## config.mk

```make
export PLATFORM = sky130hd
export DESIGN_NAME = iee_alu
export DESIGN_NICKNAME = d
export VERILOG_FILES = /design/src/hdl/iee_pkg.sv /design/src/hdl/iee_alu.sv
export SDC_FILE = /design/constraint.sdc
export NUM_CORES = 2
export LEC_CHECK = 0
export ABC_CLOCK_PERIOD_IN_PS = 14800
export BUFFER_PORTS_ARGS = -buffer_cell sky130_fd_sc_hd__buf_2
export CORE_ASPECT_RATIO = 0.5
export CORE_MARGIN = 8
export CORE_UTILIZATION = 45
export DETAILED_ROUTE_END_ITERATION = 12
export GPL_TIMING_DRIVEN = 0
export HOLD_SLACK_MARGIN = 0.02
export PLACE_DENSITY = 0.7
export SYNTH_ARGS = -nofsm -noshare
export SYNTH_HDL_FRONTEND = slang
export SYNTH_SLANG_ARGS = --single-unit
```

## constraint.sdc

```tcl
create_clock -name clk_i -period 14.8 [get_ports clk_i]
set_input_delay 2.96 -clock clk_i [delete_from_list [all_inputs] [get_ports clk_i]]
set_output_delay 2.96 -clock clk_i [all_outputs]
set_load 0.01 [all_outputs]
```

## src/hdl/iee_pkg.sv

```systemverilog
// ----------------------------------------------------------------------------
// iee_pkg : shared types and constants for the infix expression evaluator
// Token codes, status codes, stack sizes and the fixed-point format.
// ----------------------------------------------------------------------------
package iee_pkg;

  localparam int unsigned ValueDepth    = 32;
  localparam int unsigned OperatorDepth = 32;
  localparam int unsigned FractionBits  = 32;
  localparam int unsigned ValueAw       = $clog2(ValueDepth);
  localparam int unsigned OperatorAw    = $clog2(OperatorDepth);
  localparam int unsigned ThresholdReset = 429;

  typedef enum logic [2:0] {
    CMD_NUM = 3'd0,
    CMD_LB  = 3'd1,
    CMD_RB  = 3'd2,
    CMD_ADD = 3'd3,
    CMD_SUB = 3'd4,
    CMD_MUL = 3'd5,
    CMD_DIV = 3'd6,
    CMD_END = 3'd7
  } cmd_e;

  typedef enum logic [2:0] {
    ST_OK        = 3'd0,
    ST_DIV0      = 3'd1,
    ST_UNMATCHED = 3'd2,
    ST_NOT_ONE   = 3'd3,
    ST_MISSING   = 3'd4,
    ST_OVERFLOW  = 3'd5
  } status_e;

  // request to the arithmetic unit
  typedef struct packed {
    logic        start;
    cmd_e        op;
    logic [63:0] a;
    logic [63:0] b;
  } alu_req_t;

  // answer from the arithmetic unit
  typedef struct packed {
    logic        done;
    logic [63:0] res;
  } alu_rsp_t;

endpackage

```

## src/hdl/iee_alu.sv

```systemverilog
// ----------------------------------------------------------------------------
// iee_alu : shared saturating arithmetic unit
// Add/sub answered straight from the idle state, multiply over four 32x32 partial products,
// divide as a restoring divider, one quotient bit a cycle.
// ----------------------------------------------------------------------------
module iee_alu import iee_pkg::*; (
  input  logic     clk_i,
  input  logic     rst_ni,
  input  alu_req_t req_i,
  output alu_rsp_t rsp_o
);

  localparam int unsigned DivSteps = 64 + FractionBits;
  localparam int unsigned CntW     = $clog2(DivSteps + 1);

  typedef enum logic [3:0] {
    A_IDLE = 4'b0001,
    A_MUL  = 4'b0010,
    A_DIV  = 4'b0100,
    A_FIN  = 4'b1000
  } alu_state_e;

  alu_state_e     state_q, state_d;
  logic           neg_q, neg_d;
  logic [63:0]    x_q, x_d;         // magnitude of a, shifted out as numerator
  logic [63:0]    y_q, y_d;         // magnitude of b
  logic [64:0]    rem_q, rem_d;
  logic [127:0]   acc_q, acc_d;     // product / quotient
  logic [CntW-1:0] cnt_q, cnt_d;
  logic [63:0]    res_q, res_d;
  logic           done_q, done_d;

  logic [63:0]    mag_a, mag_b, sum;
  logic [63:0]    pp;
  logic [31:0]    xs, ys;
  logic [64:0]    rem_sh;
  logic [63:0]    m_sat;
  logic           ovf_sat;

  assign mag_a = req_i.a[63] ? (~req_i.a + 64'd1) : req_i.a;
  assign mag_b = req_i.b[63] ? (~req_i.b + 64'd1) : req_i.b;

  // one 32x32 partial product per multiply step
  always_comb begin
    xs = cnt_q[0] ? x_q[63:32] : x_q[31:0];
    ys = cnt_q[1] ? y_q[63:32] : y_q[31:0];
  end
  assign pp = 64'(xs) * 64'(ys);

  // divider shift-subtract step
  assign rem_sh = {rem_q[63:0], x_q[63]};

  // product magnitude above the fraction bits and its overflow flag
  always_comb begin
    if (FractionBits == 0) begin
      m_sat   = acc_q[63:0];
      ovf_sat = |acc_q[127:64];
    end else begin
      m_sat   = acc_q[FractionBits +: 64];
      ovf_sat = |(acc_q[127:64] >> FractionBits);
    end
  end

  always_comb begin
    state_d = state_q;
    neg_d   = neg_q;
    x_d     = x_q;
    y_d     = y_q;
    rem_d   = rem_q;
    acc_d   = acc_q;
    cnt_d   = cnt_q;
    res_d   = res_q;
    done_d  = 1'b0;
    sum     = '0;
    unique case (state_q)
      A_IDLE: begin
        if (req_i.start) begin
          neg_d = req_i.a[63] ^ req_i.b[63];
          x_d   = mag_a;
          y_d   = mag_b;
          acc_d = '0;
          rem_d = '0;
          cnt_d = '0;
          unique case (req_i.op)
            CMD_ADD, CMD_SUB: begin
              sum = (req_i.op == CMD_ADD) ? (req_i.a + req_i.b) : (req_i.a - req_i.b);
              if ((req_i.op == CMD_ADD) ? (req_i.a[63] == req_i.b[63])
                                        : (req_i.a[63] != req_i.b[63])) begin
                if (sum[63] != req_i.a[63])
                  sum = req_i.a[63] ? 64'h8000_0000_0000_0000 : 64'h7FFF_FFFF_FFFF_FFFF;
              end
              res_d  = sum;
              done_d = 1'b1;
            end
            CMD_MUL: state_d = A_MUL;
            default: begin
              // numerator is |a| << FractionBits, fed MSB first
              state_d = A_DIV;
            end
          endcase
        end
      end
      A_MUL: begin
        acc_d = acc_q + (128'(pp) << (32 * (32'(cnt_q[0]) + 32'(cnt_q[1]))));
        cnt_d = cnt_q + CntW'(1);
        if (cnt_q == CntW'(3)) state_d = A_FIN;
      end
      A_DIV: begin
        x_d = {x_q[62:0], 1'b0};
        if (rem_sh >= {1'b0, y_q}) begin
          rem_d = rem_sh - {1'b0, y_q};
          acc_d = {acc_q[126:0], 1'b1};
        end else begin
          rem_d = rem_sh;
          acc_d = {acc_q[126:0], 1'b0};
        end
        cnt_d = cnt_q + CntW'(1);
        if (cnt_q == CntW'(DivSteps - 1)) begin
          // last step; the finish stage reads the quotient from acc_q[63:0]
          state_d = A_FIN;
        end
      end
      A_FIN: begin
        state_d = A_IDLE;
        done_d  = 1'b1;
        if (cnt_q == CntW'(4)) begin
          // product: take bits above the fraction
          if (neg_q) res_d = (ovf_sat || m_sat > 64'h8000_0000_0000_0000)
                             ? 64'h8000_0000_0000_0000 : (~m_sat + 64'd1);
          else       res_d = (ovf_sat || m_sat[63]) ? 64'h7FFF_FFFF_FFFF_FFFF : m_sat;
        end else begin
          // quotient sits in acc_q[63:0], overflow in upper half
          if (neg_q) res_d = ((|acc_q[127:64]) || acc_q[63:0] > 64'h8000_0000_0000_0000)
                             ? 64'h8000_0000_0000_0000 : (~acc_q[63:0] + 64'd1);
          else       res_d = ((|acc_q[127:64]) || acc_q[63])
                             ? 64'h7FFF_FFFF_FFFF_FFFF : acc_q[63:0];
        end
      end
      default: state_d = A_IDLE;
    endcase
  end

  always_ff @(posedge clk_i or negedge rst_ni) begin
    if (!rst_ni) begin
      state_q <= A_IDLE;
      done_q  <= 1'b0;
    end else begin
      state_q <= state_d;
      done_q  <= done_d;
    end
  end

  always_ff @(posedge clk_i) begin
    neg_q <= neg_d;
    x_q   <= x_d;
    y_q   <= y_d;
    rem_q <= rem_d;
    acc_q <= acc_d;
    cnt_q <= cnt_d;
    res_q <= res_d;
  end

  assign rsp_o.done = done_q;
  assign rsp_o.res  = res_q;

endmodule

```

==> results.ini <==
[power_and_ir_drop]
ir_drop_mv = 0.0808
p_leak_uw = 0.0367
power_per_cell_area_mw_per_mm2 = 46.8

[timing]
hold_viol_final = 0
maxSlewHeadroom_pct = -2.31
finalWorstSetupSlack_ns = 0.115
finalMaxSlewViolations = 6
clock_skew_ns = 0.0610
post-route-period-util_pct = 99.2
period_needed_ns = 14.68
finalSetupViolCount = 0
fmax_mhz = 68.1
worst_pin_slew_ns = 1.52

[final_layout]
final_cell_mix = 1122 x nand2_1, 1052 x inv_1, 970 x nor2_1
nNetsFinal = 10600
fill_cells = 15500
area_growth_pct = 9.21
final_layout_size_suffix_gt1_share_pct = 6.79
final_common_cell = nand2_1
fin_area_sq_mm = 0.0797

[setup_path]
required_ns = 15.19
critPathTopFamily = adder cells
worstSetupPathType = reg -> reg
cp-start-kind = register
cpMaxStageDelayCell = clkbuf_1
cpPeakStageDelay_ns = 0.89
crit_arrival_ns = 15.08
reg2reg_from = cnt_q[0]$_SDFFCE_PN0P_
path_buf_inv = 5
startpoint = cnt_q[0]$_SDFFCE_PN0P_
worst_path_most_repeated_cell = fa_1
endpoint_kind = register
rrSetupSlack_ns = 0.12
crit_fanout = 10

[synth]
netlist_instances = 8805
synth.distinct_cells = 97
yosys_warnings = 0
yosys-top-cells-area = fa_1 25%, edfxtp_1 16%, ha_1 9.0%
synth_top_area_cell = fa_1
ys_ff_latch = 397
synth_nets = 10400
synthArstFlopShare_pct = 1.26
synth-seq-area-share_pct = 16.3
synth_edf_count = 392
ys.flop_type = edfxtp_1
synth_area_sq_mm = 0.0730
syn_avg_cell_area_sq_um = 8.29
synth_top_area_share_pct = 24.6

[place]
place.gp.congestion = 1.11
dp_slack_ns = -1.89
dpl_cell_area_sq_mm = 0.0773
portBuffers = 189
dp_hpwl_um = 265000

[grt]
antenna_found_initial = 30
track_usage_pct = 35.2
grt_pass1_wl_um = 458000
grt_pass1_vias = 66700
gr-total-overflow = 0
grt_max_degree = 65

[clock_network]
cts-htree-levels = 2
clkSinkCount = 397
cts-buffers-inserted = 45
clock_latency_ns = 0.65
cts_tree = yes
cts-hold-fix-buffers = 0
cts_root_buf = clkbuf_16
cts.clk_slew.worst_paths_ns = 0.07
clk_path_buf_depth = 3

[run_status]
outcome = complete, but fails checks
violations = capacitance limit, slew limit

[route]
ant_nets = 0
dr_wl_met2_um = 127000
dr.first_iter.drc_count = 10700
viasPerCell = 6.27
top_layer = met5
met1_length_um = 124000
routed-via-count = 71000
wirelength_um = 321000
drt_pass1_iterations = 7
wl_per_cell_um = 28.4
wl_met3_um = 52100
route.detailed.drc = 0

[die]
die_w_um = 586
pin_count = 199
std_cell_rows = 104
core_sq_mm = 0.161
start_util_pct = 45.4
dieArea_sq_mm = 0.176
die_h_um = 301

[worst_hold_path]
hold_class = reg -> reg
hp-start = x_q[30]$_DFFE_PP_

[run]
max_cap_viol_count = 4

metal layers:
layer / up-vias / global-route usage [%]
met5: - / 0.876
met4: 28 / 15.0
met3: 912 / 16.2
met2: 5029 / 48.4
met1: 34700 / 47.1
li1: 30300 / -
worst reg2reg max path, delay by kind of cell (launching register included):
kind / cells / cell delay, ns
compound gates: 12 / 3.42
xor+xnor: 1 / 0.37
simple gates: 8 / 2.31
buf+inv: 5 / 2.30
mux: 2 / 0.96
fa+ha+maj: 10 / 4.72
flops: 1 / 0.35
per-stage QoR:
| stage | utilization (%) | hold WS, ns | std cells | setup TNS [ns] | total power (uW) |
|---|---|---|---|---|---|
| after floorplan | - | 0.539 | 8805 | 0 | 2010 |
| after global placement | 47.6 | 0.564 | 11200 | -69.54 | 2480 |
| after detailed placement | 48.0 | 0.570 | 11200 | -52.79 | 2480 |
| after CTS | 49.1 | 0.581 | 11300 | -0.00836 | 3660 |
| after global routing | 49.5 | 0.613 | 11300 | -0.000561 | 3840 |
| final | 49.5 | 0.592 | 11300 | 0 | 3730 |
synthesized netlist by cell type (64+ instances only):
cell type,number
a21o_1,227
a21oi_1,502
and2_1,64
clkbuf_1,443
edfxtp_1,392
fa_1,899
ha_1,523
inv_1,1053
mux2i_1,83
nand2_1,1123
nand3_1,80
nand4_1,111
nor2_1,972
nor3_1,99
o21ai_0,563
o21bai_1,73
o31ai_1,84
or3_1,86
xnor2_1,297
xor2_1,196
sequential cells by signal, summed over array words and instances, names as in the netlist:
register  count
acc_q       128
rem_q        64
res_q        64
x_q          64
y_q          64
cnt_q         7
state_q       4
done_q        1
neg_q         1
where the power goes:
group / internal [uW] / total, uW / leakage, uW / switching [uW]
clock: 648 / 1200 / 0.000704 / 549
combinational: 404 / 1290 / 0.0318 / 889
sequential: 1240 / 1240 / 0.00419 / 0.206
path summary, 6_finish.rpt:
| path | depth (start not counted) | end |
|---|---|---|
| setup / recovery | 38 | acc_q[123]$_DFFE_PP_ |
| hold / removal | 2 | x_q[31]$_DFFE_PP_ |
| setup reg to reg | 38 | acc_q[123]$_DFFE_PP_ |
| hold reg to reg | 2 | x_q[31]$_DFFE_PP_ |
| max in group asynchronous | 1 | state_q[0]$_DFFE_PN1P_ |
| min in group asynchronous | 1 | state_q[1]$_DFFE_PN0P_ |
kinds of logic after synthesis:
kind of cell               Yosys count  synth area share (%)
xor gates and xnor gates           493                  5.91
adders and majority gates         1423                  33.6
AOI/OAI and AO/OA                 1989                  17.2
muxes                              122                  1.75
buffers and inverters             1528                  7.92
DFF                                397                  16.3
and+or+nand+nor                   2853                  17.3
timing repair:
item                       4_1_cts  5_1_grt
setup buffers                    0       22
resized for setup               87      183
pin swaps                        0        8
setup endpoints to repair       67       45
cell type report:
type                       count  area (sq um)  share of cell area (%)
buffer                       469          1950                    2.45
tap                         2173          2720                    3.41
sequential                   397         11900                    14.9
clock buffer                  52          1170                    1.47
inverter                    1055          3960                    4.97
timing repair buffer         243          1680                    2.11
clock inverter                30           313                   0.392
multi-input combinational   6880         56000                    70.2
antenna                       29          72.6                  0.0910
Note: power is estimated with default switching activity, not from simulation.
